### src/rtl/core/pd_attitude_mixer_unit_macros.svh
// ----------------------------------------------------------------------------
// pd attitude mixer assertion macros
// clocked on clock, disabled while reset is high
// ----------------------------------------------------------------------------
`ifndef PD_ATTITUDE_MIXER_UNIT_MACROS_SVH
`define PD_ATTITUDE_MIXER_UNIT_MACROS_SVH

// same-cycle implication
`define PDAM_ASSERT_NOW(label, ante, cons, msg) \
   label: assert property (@(posedge clock) disable iff (reset) (ante) |-> (cons)) \
      else $error(msg);

// next-cycle implication
`define PDAM_ASSERT_NEXT(label, ante, cons, msg) \
   label: assert property (@(posedge clock) disable iff (reset) (ante) |=> (cons)) \
      else $error(msg);

`endif

### src/rtl/core/pdam_pkg.sv
// ----------------------------------------------------------------------------
// pdam_pkg
// shared types and constants of the pd attitude mixer
// ----------------------------------------------------------------------------
package pdam_pkg;

   // shared multiplier operand and accumulator widths
   localparam int MA_W   = 17;
   localparam int MB_W   = 33;
   localparam int ACC_W  = MA_W + MB_W;

   // request kinds
   localparam logic [1:0] REQ_NAV  = 2'd0;
   localparam logic [1:0] REQ_GDN  = 2'd1;
   localparam logic [1:0] REQ_TICK = 2'd2;
   localparam logic [1:0] REQ_CMD  = 2'd3;

   // register indexes
   localparam int CSR_IDX_W = 3;
   localparam logic [CSR_IDX_W-1:0] CSR_PROP_GAIN     = 3'd0;
   localparam logic [CSR_IDX_W-1:0] CSR_RATE_GAIN     = 3'd1;
   localparam logic [CSR_IDX_W-1:0] CSR_GIMBAL_LIMIT  = 3'd2;
   localparam logic [CSR_IDX_W-1:0] CSR_FIRE_DEADBAND = 3'd3;
   localparam logic [CSR_IDX_W-1:0] CSR_MOMENT_ARM    = 3'd4;
   localparam logic [CSR_IDX_W-1:0] CSR_THRUST_MIN    = 3'd5;

   // accumulator operations
   typedef enum logic [1:0] {
      MAC_IDLE = 2'd0,
      MAC_LOAD = 2'd1,
      MAC_SUB  = 2'd2,
      MAC_NEG  = 2'd3
   } mac_op_type;

   typedef struct packed {
      mac_op_type              op;
      logic signed [MA_W-1:0]  a;
      logic signed [MB_W-1:0]  b;
   } mac_req_type;

endpackage

### src/rtl/core/pd_attitude_mixer_unit.sv
// ----------------------------------------------------------------------------
// pd_attitude_mixer_unit
// pd attitude controller with gimbal / rcs torque mixing and firing deadband
// ----------------------------------------------------------------------------
// Navigation (req_tuser 0), guidance (1) and ground command (2'd3) transactions
// are accepted and give no result; they latch rates, targets, phase
// and thrust, or count commands. A control tick (req_tuser 2) gives exactly
// one result, and the unit takes no new transaction until the tick is done:
// the eight products of a tick (thrust times moment arm, then gain times
// error, gain times rate and gimbal times thrust-arm for pitch and yaw, and
// damping for roll) run one after another through a single 17x33 signed
// multiplier with a registered product and an accumulator, under a ten-step
// sequencer, and the done state forms the thruster mask and loads the output
// register. Torques are rounded from 2^-20 to 2^-8 Nm (nearest, ties up) and
// saturated to 32 bits. The result waits in an output register, so new
// transactions are accepted while it is held; a finished tick stalls only if
// the previous result has not yet been taken. Without navigation all result
// fields but tick_count are zero. Configuration writes are always accepted and
// must only be issued while the unit is idle.
// ----------------------------------------------------------------------------
`include "pd_attitude_mixer_unit_macros.svh"

module pd_attitude_mixer_unit
   import pdam_pkg::*;
(
   input  logic                  clock,
   input  logic                  reset,

   // request stream
   input  logic                  req_tvalid,
   output logic                  req_tready,
   // roll, pitch and yaw body rates, pitch_target, yaw_target,
   // guidance_phase, thrust_newtons, zero pad
   input  logic [111:0]          req_tdata,
   // req_type
   input  logic [1:0]            req_tuser,

   // result stream
   output logic                  rsp_tvalid,
   input  logic                  rsp_tready,
   // gimbal_pitch, gimbal_yaw, roll_torque, pitch_torque, yaw_torque,
   // thruster_mask, tick_count, zero pad
   output logic [167:0]          rsp_tdata,
   // powered_mode
   output logic [0:0]            rsp_tuser,

   // register write channel
   input  logic                  csr_valid,
   output logic                  csr_ready,
   input  logic [CSR_IDX_W-1:0]  csr_index,
   input  logic [19:0]           csr_data
);

   typedef enum logic [2:0] {
      ST_IDLE = 3'b001,
      ST_RUN  = 3'b010,
      ST_DONE = 3'b100
   } state_type;

   localparam logic [3:0] STEP_LAST = 4'd9;

   // round 2^-20 to 2^-8, ties toward +inf, then saturate to 32 bits
   function automatic logic signed [31:0] round_sat(input logic signed [ACC_W-1:0] v);
      logic signed [ACC_W:0]    s;
      logic signed [ACC_W-12:0] q;
      s = {v[ACC_W-1], v} + (ACC_W+1)'(2048);
      q = s[ACC_W:12];
      if (q > (ACC_W-11)'(64'sd2147483647)) begin
         round_sat = 32'sh7FFF_FFFF;
      end else if (q < -(ACC_W-11)'(64'sd2147483648)) begin
         round_sat = 32'sh8000_0000;
      end else begin
         round_sat = q[31:0];
      end
   endfunction

   // {negative fire, positive fire}
   function automatic logic [1:0] fire_pair(input logic signed [31:0] t,
                                            input logic [15:0] db);
      logic signed [32:0] tw;
      logic signed [32:0] dp;
      tw = {t[31], t};
      dp = $signed({17'b0, db});
      fire_pair = {(tw < -dp), (tw > dp)};
   endfunction

   function automatic logic signed [15:0] clamp_angle(input logic signed [15:0] e,
                                                      input logic [14:0] lim);
      logic signed [16:0] ew;
      logic signed [16:0] lw;
      ew = {e[15], e};
      lw = $signed({2'b0, lim});
      if (ew < -lw) begin
         clamp_angle = 16'(-lw);
      end else if (ew > lw) begin
         clamp_angle = lw[15:0];
      end else begin
         clamp_angle = e;
      end
   endfunction

   // configuration registers
   logic [15:0] prop_gain_ff, prop_gain_in;
   logic [15:0] rate_gain_ff, rate_gain_in;
   logic [14:0] gimbal_limit_ff, gimbal_limit_in;
   logic [15:0] fire_deadband_ff, fire_deadband_in;
   logic [11:0] moment_arm_ff, moment_arm_in;
   logic [19:0] thrust_min_ff, thrust_min_in;

   // held navigation / guidance state
   logic               nav_seen_ff, nav_seen_in;
   logic               guide_seen_ff, guide_seen_in;
   logic signed [15:0] rate_r_ff, rate_r_in;
   logic signed [15:0] rate_p_ff, rate_p_in;
   logic signed [15:0] rate_y_ff, rate_y_in;
   logic signed [15:0] target_p_ff, target_p_in;
   logic signed [15:0] target_y_ff, target_y_in;
   logic [7:0]         phase_ff, phase_in;
   logic [19:0]        thrust_ff, thrust_in;
   logic [31:0]        tick_counter_ff, tick_counter_in;
   logic [15:0]        command_counter_ff, command_counter_in;

   // sequencer and working registers
   state_type          state_ff, state_in;
   logic [3:0]         step_ff, step_in;
   logic [31:0]        ta_ff, ta_in;
   logic signed [31:0] tq_r_ff, tq_r_in;
   logic signed [31:0] tq_p_ff, tq_p_in;
   logic signed [31:0] tq_y_ff, tq_y_in;

   // output register
   logic               rsp_valid_ff, rsp_valid_in;
   logic [167:0]       rsp_data_ff, rsp_data_in;
   logic               rsp_power_ff, rsp_power_in;

   logic                     req_fire;
   logic                     load_rsp;
   logic                     powered;
   logic signed [15:0]       err_p;
   logic signed [15:0]       err_y;
   logic signed [15:0]       gim_p;
   logic signed [15:0]       gim_y;
   logic [5:0]               mask;
   mac_req_type              mac_req;
   logic signed [ACC_W-1:0]  acc;

   pdam_mac u_mac (
      .clock (clock),
      .reset (reset),
      .req   (mac_req),
      .acc   (acc)
   );

   assign req_tready = (state_ff == ST_IDLE);
   assign req_fire   = req_tvalid && req_tready;
   assign csr_ready  = 1'b1;
   assign load_rsp   = (state_ff == ST_DONE) && (!rsp_valid_ff || rsp_tready);

   // mode and gimbal angles come from held state, stable through a tick
   assign powered = guide_seen_ff && (phase_ff != 8'd0) && (thrust_ff > thrust_min_ff);
   assign err_p   = guide_seen_ff ? target_p_ff : 16'sd0;
   assign err_y   = guide_seen_ff ? target_y_ff : 16'sd0;
   assign gim_p   = powered ? clamp_angle(err_p, gimbal_limit_ff) : 16'sd0;
   assign gim_y   = powered ? clamp_angle(err_y, gimbal_limit_ff) : 16'sd0;
   assign mask    = {fire_pair(tq_y_ff, fire_deadband_ff),
                     fire_pair(tq_p_ff, fire_deadband_ff),
                     fire_pair(tq_r_ff, fire_deadband_ff)};

   // multiplier schedule: operands issued per step
   always_comb begin
      mac_req.op = MAC_IDLE;
      mac_req.a  = '0;
      mac_req.b  = '0;
      if (state_ff == ST_RUN) begin
         case (step_ff)
            4'd0: begin   // thrust times moment arm
               mac_req.op = MAC_LOAD;
               mac_req.a  = $signed({5'b0, moment_arm_ff});
               mac_req.b  = $signed({13'b0, thrust_ff});
            end
            4'd1: begin
               mac_req.op = MAC_LOAD;
               mac_req.a  = $signed({1'b0, prop_gain_ff});
               mac_req.b  = MB_W'(err_p);
            end
            4'd2: begin
               mac_req.op = MAC_SUB;
               mac_req.a  = $signed({1'b0, rate_gain_ff});
               mac_req.b  = MB_W'(rate_p_ff);
            end
            4'd3: begin
               mac_req.op = MAC_SUB;
               mac_req.a  = MA_W'(gim_p);
               mac_req.b  = $signed({1'b0, ta_ff});
            end
            4'd4: begin
               mac_req.op = MAC_LOAD;
               mac_req.a  = $signed({1'b0, prop_gain_ff});
               mac_req.b  = MB_W'(err_y);
            end
            4'd5: begin
               mac_req.op = MAC_SUB;
               mac_req.a  = $signed({1'b0, rate_gain_ff});
               mac_req.b  = MB_W'(rate_y_ff);
            end
            4'd6: begin
               mac_req.op = MAC_SUB;
               mac_req.a  = MA_W'(gim_y);
               mac_req.b  = $signed({1'b0, ta_ff});
            end
            4'd7: begin   // roll has damping only
               mac_req.op = MAC_NEG;
               mac_req.a  = $signed({1'b0, rate_gain_ff});
               mac_req.b  = MB_W'(rate_r_ff);
            end
            default: begin
               mac_req.op = MAC_IDLE;
            end
         endcase
      end
   end

   // next-state logic
   always_comb begin
      prop_gain_in       = prop_gain_ff;
      rate_gain_in       = rate_gain_ff;
      gimbal_limit_in    = gimbal_limit_ff;
      fire_deadband_in   = fire_deadband_ff;
      moment_arm_in      = moment_arm_ff;
      thrust_min_in      = thrust_min_ff;
      nav_seen_in        = nav_seen_ff;
      guide_seen_in      = guide_seen_ff;
      rate_r_in          = rate_r_ff;
      rate_p_in          = rate_p_ff;
      rate_y_in          = rate_y_ff;
      target_p_in        = target_p_ff;
      target_y_in        = target_y_ff;
      phase_in           = phase_ff;
      thrust_in          = thrust_ff;
      tick_counter_in    = tick_counter_ff;
      command_counter_in = command_counter_ff;
      state_in           = state_ff;
      step_in            = step_ff;
      ta_in              = ta_ff;
      tq_r_in            = tq_r_ff;
      tq_p_in            = tq_p_ff;
      tq_y_in            = tq_y_ff;
      rsp_valid_in       = rsp_valid_ff;
      rsp_data_in        = rsp_data_ff;
      rsp_power_in       = rsp_power_ff;

      // register writes, indexes past the list are dropped
      if (csr_valid && csr_ready) begin
         case (csr_index)
            CSR_PROP_GAIN:     prop_gain_in     = csr_data[15:0];
            CSR_RATE_GAIN:     rate_gain_in     = csr_data[15:0];
            CSR_GIMBAL_LIMIT:  gimbal_limit_in  = csr_data[14:0];
            CSR_FIRE_DEADBAND: fire_deadband_in = csr_data[15:0];
            CSR_MOMENT_ARM:    moment_arm_in    = csr_data[11:0];
            CSR_THRUST_MIN:    thrust_min_in    = csr_data;
            default: ;
         endcase
      end

      if (rsp_valid_ff && rsp_tready) begin
         rsp_valid_in = 1'b0;
      end

      case (state_ff)
         ST_IDLE: begin
            if (req_fire) begin
               case (req_tuser)
                  REQ_NAV: begin
                     rate_r_in   = req_tdata[15:0];
                     rate_p_in   = req_tdata[31:16];
                     rate_y_in   = req_tdata[47:32];
                     nav_seen_in = 1'b1;
                  end
                  REQ_GDN: begin
                     target_p_in   = req_tdata[63:48];
                     target_y_in   = req_tdata[79:64];
                     phase_in      = req_tdata[87:80];
                     thrust_in     = req_tdata[107:88];
                     guide_seen_in = 1'b1;
                  end
                  REQ_TICK: begin
                     state_in = ST_RUN;
                     step_in  = 4'd0;
                  end
                  default: begin   // ground command
                     command_counter_in = command_counter_ff + 16'd1;
                  end
               endcase
            end
         end
         ST_RUN: begin
            // capture points follow the registered product and accumulator of the multiply-accumulate
            case (step_ff)
               4'd2:    ta_in   = acc[31:0];
               4'd5:    tq_p_in = round_sat(acc);
               4'd8:    tq_y_in = round_sat(acc);
               4'd9:    tq_r_in = round_sat(acc);
               default: ;
            endcase
            if (step_ff == STEP_LAST) begin
               state_in = ST_DONE;
            end else begin
               step_in = step_ff + 4'd1;
            end
         end
         ST_DONE: begin
            if (load_rsp) begin
               rsp_valid_in = 1'b1;
               rsp_power_in = nav_seen_ff && powered;
               if (nav_seen_ff) begin
                  rsp_data_in = {2'b0, tick_counter_ff, mask, tq_y_ff, tq_p_ff, tq_r_ff,
                                 gim_y, gim_p};
               end else begin
                  rsp_data_in = {2'b0, tick_counter_ff, 134'b0};
               end
               tick_counter_in = tick_counter_ff + 32'd1;
               state_in        = ST_IDLE;
            end
         end
         default: begin
            state_in = ST_IDLE;
         end
      endcase
   end

   always_ff @(posedge clock) begin
      if (reset) begin
         prop_gain_ff       <= 16'd2048;
         rate_gain_ff       <= 16'd1024;
         gimbal_limit_ff    <= 15'd430;
         fire_deadband_ff   <= 16'd26;
         moment_arm_ff      <= 12'd384;
         thrust_min_ff      <= 20'd100;
         nav_seen_ff        <= 1'b0;
         guide_seen_ff      <= 1'b0;
         rate_r_ff          <= '0;
         rate_p_ff          <= '0;
         rate_y_ff          <= '0;
         target_p_ff        <= '0;
         target_y_ff        <= '0;
         phase_ff           <= '0;
         thrust_ff          <= '0;
         tick_counter_ff    <= '0;
         command_counter_ff <= '0;
         state_ff           <= ST_IDLE;
         step_ff            <= '0;
         rsp_valid_ff       <= 1'b0;
      end else begin
         prop_gain_ff       <= prop_gain_in;
         rate_gain_ff       <= rate_gain_in;
         gimbal_limit_ff    <= gimbal_limit_in;
         fire_deadband_ff   <= fire_deadband_in;
         moment_arm_ff      <= moment_arm_in;
         thrust_min_ff      <= thrust_min_in;
         nav_seen_ff        <= nav_seen_in;
         guide_seen_ff      <= guide_seen_in;
         rate_r_ff          <= rate_r_in;
         rate_p_ff          <= rate_p_in;
         rate_y_ff          <= rate_y_in;
         target_p_ff        <= target_p_in;
         target_y_ff        <= target_y_in;
         phase_ff           <= phase_in;
         thrust_ff          <= thrust_in;
         tick_counter_ff    <= tick_counter_in;
         command_counter_ff <= command_counter_in;
         state_ff           <= state_in;
         step_ff            <= step_in;
         rsp_valid_ff       <= rsp_valid_in;
      end
      // datapath registers
      ta_ff        <= ta_in;
      tq_r_ff      <= tq_r_in;
      tq_p_ff      <= tq_p_in;
      tq_y_ff      <= tq_y_in;
      rsp_data_ff  <= rsp_data_in;
      rsp_power_ff <= rsp_power_in;
   end

   assign rsp_tvalid = rsp_valid_ff;
   assign rsp_tdata  = rsp_data_ff;
   assign rsp_tuser  = rsp_power_ff;

   // each delivered tick advances the tick count by exactly one
   `PDAM_ASSERT_NEXT(a_tick_advance, load_rsp,
                     tick_counter_ff == $past(tick_counter_ff) + 32'd1,
                     "tick counter did not advance on result load")
   // gimbals stay at zero outside powered flight
   `PDAM_ASSERT_NOW(a_gimbal_zero, rsp_tvalid && !rsp_tuser[0],
                    rsp_tdata[31:0] == 32'd0,
                    "nonzero gimbal in unpowered result")
   // sequencer never runs past its last step
   `PDAM_ASSERT_NOW(a_step_range, state_ff == ST_RUN, step_ff <= STEP_LAST,
                    "sequencer step out of range")

endmodule

### src/rtl/core/pdam_mac.sv
// ----------------------------------------------------------------------------
// pdam_mac
// shared signed multiplier with registered product and accumulator
// ----------------------------------------------------------------------------
module pdam_mac
   import pdam_pkg::*;
(
   input  logic                     clock,
   input  logic                     reset,
   input  mac_req_type              req,
   output logic signed [ACC_W-1:0]  acc
);

   logic signed [ACC_W-1:0] prod_ff, prod_in;
   mac_op_type              op_ff, op_in;
   logic signed [ACC_W-1:0] acc_ff, acc_in;

   // product is registered in the cycle after issue, and accumulated in the cycle after that
   always_comb begin
      prod_in = req.a * req.b;
      op_in   = req.op;
      case (op_ff)
         MAC_LOAD: acc_in = prod_ff;
         MAC_SUB:  acc_in = acc_ff - prod_ff;
         MAC_NEG:  acc_in = -prod_ff;
         default:  acc_in = acc_ff;
      endcase
   end

   always_ff @(posedge clock) begin
      if (reset) begin
         op_ff <= MAC_IDLE;
      end else begin
         op_ff <= op_in;
      end
      prod_ff <= prod_in;
      acc_ff  <= acc_in;
   end

   assign acc = acc_ff;

endmodule

### config.mk
export PLATFORM = sky130hd
export DESIGN_NAME = pd_attitude_mixer_unit
export DESIGN_NICKNAME = d
export VERILOG_FILES = /design/src/rtl/core/pdam_pkg.sv /design/src/rtl/core/pd_attitude_mixer_unit.sv /design/src/rtl/core/pdam_mac.sv
export VERILOG_INCLUDE_DIRS = /design/src /design/src/rtl/core
export SDC_FILE = /design/constraint.sdc
export NUM_CORES = 2
export LEC_CHECK = 0
export BUFFER_PORTS_ARGS = -buffer_cell sky130_fd_sc_hd__buf_2
export CAP_MARGIN = 20
export CORE_UTILIZATION = 50
export CTS_CLUSTER_DIAMETER = 50
export DETAILED_ROUTE_END_ITERATION = 10
export HOLD_SLACK_MARGIN = 0.03
export PLACE_DENSITY = 0.65
export REMOVE_ABC_BUFFERS = 1
export SLEW_MARGIN = 15
export SYNTH_ARGS = -nofsm -noshare
export SYNTH_HDL_FRONTEND = slang
export SYNTH_SLANG_ARGS = --single-unit
### constraint.sdc
create_clock -name clock -period 19.85 [get_ports clock]
set_clock_uncertainty 0.1 [all_clocks]
set_input_delay 0.9925 -clock clock [delete_from_list [all_inputs] [get_ports clock]]
set_output_delay 0.9925 -clock clock [all_outputs]
set_load 0.03 [all_outputs]
==> impl_metrics.yaml <==
run_status:
  status: "complete, but fails checks"
  violations: "design-rule violations"
global_route:
  busiest_layer: "met2"
  track_usage_pct: 29.6
  grt_max_degree: 98
  use_met1_pct: 42.0
  grt_use_met3_pct: 3.70
  grt_overflow_total: 0
  gr-usage-met2_pct: 47.6
  grt_pass1_vias: 42100
  grt_pass1_wl_um: 245000
  antenna_found_initial: 5
worst_setup_path:
  rrSetupSlack_ns: 7.59
  endpoint_kind: "flop"
  r2r_cells: 39
  crit_fanout: 34
  timing.rr.start: "gimbal_limit_ff[1]$_SDFFE_PP1P_"
  r2r-end: "u_mac.prod_ff[49]$_DFF_P_"
  required_ns: 20.30
  critPathSlowestCell: "o221a_2"
  slowest_delay_ns: 0.98
  critPathCapture: "u_mac.prod_ff[49]$_DFF_P_"
  critPathLaunchType: "flop"
  critPathLaunch: "gimbal_limit_ff[1]$_SDFFE_PP1P_"
  crit_type: "reg2reg"
  worstPathArrival_ns: 12.71
clocking:
  root_buffer: "clkbuf_16"
  cts_tree: "done"
  postCtsHoldBufs: 0
  clock_path_buffers: 3
  cts_buffers: 67
  clkTransAtPathRegs_ns: 0.06
  cts_repair_resize_count: 0
  htree_num_levels: 3
  clk_latency_ns: 0.65
  post_cts_buffers: 0
  clock-sinks: 642
yosys:
  yosys_most_used_dff: "edfxtp_1"
  synth_xor_area_share_pct: 3.24
  synth_top_family_by_area: "adder cells"
  synth-compound-area-share_pct: 11.7
  synth_cell_types: 95
  yosys_warnings: 0
  synthTopCellsByArea: "fa_1 20%, edfxtp_1 19%, dfxtp_1 11%"
  synthMuxAreaShare_pct: 0.680
  yosysTopAreaCellShare_pct: 20.1
  synth-seq-cells: 642
  avgSynthCellArea_um2: 9.22
  syn_inst: 5802
  synth_edf_count: 345
  synth.largest_area_cell: "fa_1"
  synth_adder_area_share_pct: 29.4
  synth_simple_gate_area_share_pct: 17.4
  synthesis.area_um2: 53500
  yosysSeqAreaShare_pct: 30.5
  async_flop_share_pct: 0
routing:
  initialDrtViolationCount: 3944
  ant_nets: 0
  num_vias: 42500
  finalWirelength_um: 161000
  drt-vias-per-instance: 5.72
  wire_per_inst_um: 21.6
  dr.pass1.iters: 11
  drcViolationCount: 64
power_and_ir_drop:
  power.total_mw: 3.25
  leakage_nw: 25.8
  p_per_area_nw_per_um2: 55.3
  irDropWorstVdd_mv: 0.0502
sta:
  max_slew.worst_pin.slew_ns: 1.16
  rsz0062_at_grt: "false"
  max_freq_ghz: 0.0816
  fin_crit_sh_pct: 61.8
  holdWs_ns: 0.331
  post-route-min-period_ns: 12.26
  drv_slew: 0
  finalSetupViolCount: 0
  relSlewSlack_pct: 22.8
  setup_tns_ns: 0
  hold_viol_final: 0
die:
  die_height_um: 329
  rows: 119
  fp.coreArea_um2: 106000
  die_w_um: 329
  ios: 314
  start_util_pct: 50.6
  dieArea_um2: 108000
placed_design:
  dpl.hpwl_um: 125000
  gp_congestion: 0.971
  dp.cells: 7307
  io_buffers: 306
layout:
  fin_util_pct: 55.6
  area_delta_synth_final_pct: 9.83
  stdcell_count: 7435
  drive_gt1_share_pct: 9.06
  nNetsFinal: 7061
run:
  drv_cap: 0
worst_hold_path:
  hp-class: "reg2reg"
-- where the power goes --
part	total [mW]	switching, mW	internal, mW
Clock	1.36	0.581	0.782
Sequential	1.49	0.0381	1.45
Combinational	0.396	0.284	0.112
-- worst min path at each step --
| stage | from | to | slack [ns] | depth (start not counted) |
|---|---|---|---|---|
| 2_1_floorplan | target_p_ff[10]$_SDFFE_PP0P_ | target_p_ff[10]$_SDFFE_PP0P_ | 0.33 | 2 |
| 3_3_place_gp | u_mac.acc[0]$_DFFE_PP_ | ta_ff[0]$_DFFE_PP_ | 0.33 | 0 |
| 3_5_place_dp | u_mac.acc[0]$_DFFE_PP_ | ta_ff[0]$_DFFE_PP_ | 0.34 | 0 |
| 4_1_cts | u_mac.acc[0]$_DFFE_PP_ | ta_ff[0]$_DFFE_PP_ | 0.33 | 0 |
| 5_1_grt | u_mac.acc[0]$_DFFE_PP_ | ta_ff[0]$_DFFE_PP_ | 0.34 | 0 |
| 6_report | u_mac.acc[0]$_DFFE_PP_ | ta_ff[0]$_DFFE_PP_ | 0.33 | 0 |
-- metal layers --
layer  wire (um)  vias up
met5           0        -
met4        4580        0
met3       12700      273
met2       72900     1688
met1       70300    20900
li1            -    19600
-- cells in the mapped netlist, drive strengths merged (52+ instances only) --
cell,count
nand2,790
inv,732
fa,538
nor2,492
a21oi,412
ha,396
edfxtp,345
dfxtp,297
clkbuf,194
and2,190
o21ai,160
xnor2,112
nand3,102
a21o,98
nand2b,95
xor2,84
nand4,74
nor2b,66
buf,57
o21a,54
nor3,52
-- critical path, delay by kind of cell, from the launching register on --
family,cells,cell delay (ns)
compound gates,14,4.48
fa+ha+maj,9,3.99
simple gates,8,2.20
buf+inv,6,0.55
xor+xnor,2,0.52
flops,1,0.32
-- state kept, by name, summed over array words and instances (netlist names), 32 cells and up --
register         cells
tq_p_ff             32
tq_y_ff             32
u_mac.acc           50
u_mac.prod_ff       50
tq_r_ff             32
rsp_tdata          166
ta_ff               32
tick_counter_ff     32
-- per-stage QoR --
step / worst slack, ns / instance area [um2]
finish: 7.59 / 58800
global route: 6.86 / 58800
CTS: 7.70 / 58800
detailed placement: 7.74 / 56400
global placement: 7.74 / 56400
floorplan: 8.73 / 52500
-- layout make-up --
| class | instances | area, um2 |
|---|---|---|
| Inverter | 732 | 2750 |
| Timing Repair Buffer | 364 | 1970 |
| Antenna cell | 4 | 10.0 |
| Multi-Input combinational cell | 4178 | 33600 |
| Fill cell | 9590 | 46900 |
| Clock inverter | 48 | 632 |
| Clock buffer | 76 | 1770 |
| Sequential cell | 642 | 16300 |
| Tap cell | 1391 | 1740 |
-- layout by cell type (no fill, tap or decap), types with 21 or more instances in the layout --
cell type  count
a31oi_1       21
fa_1         538
o22ai_1       23
and3_1        28
nor4_1        40
dfxtp_1      294
nand3_1      102
inv_1        731
a21o_1        98
nand4_1       74
mux2i_1       24
a22oi_1       46
nand2_1      789
edfxtp_1     345
xor2_1        84
ha_1         396
and2_1       186
buf_4         58
clkbuf_16     68
xnor2_1      111
nor3_1        48
nor2b_1       66
buf_2        305
o21ai_0      155
a21oi_1      411
nand2b_1      95
nor2_1       490
o21a_1        54
-- cell families after synthesis --
group	Yosys count
AO/OA/AOI/OAI	995
AND/OR/NAND/NOR	2012
XOR/XNOR	196
other	2
adder cells (fa/ha/maj)	937
flip-flops	642
multiplexers	35
buffers and inverters	983
No activity file was read; power rests on OpenSTA's default activity.
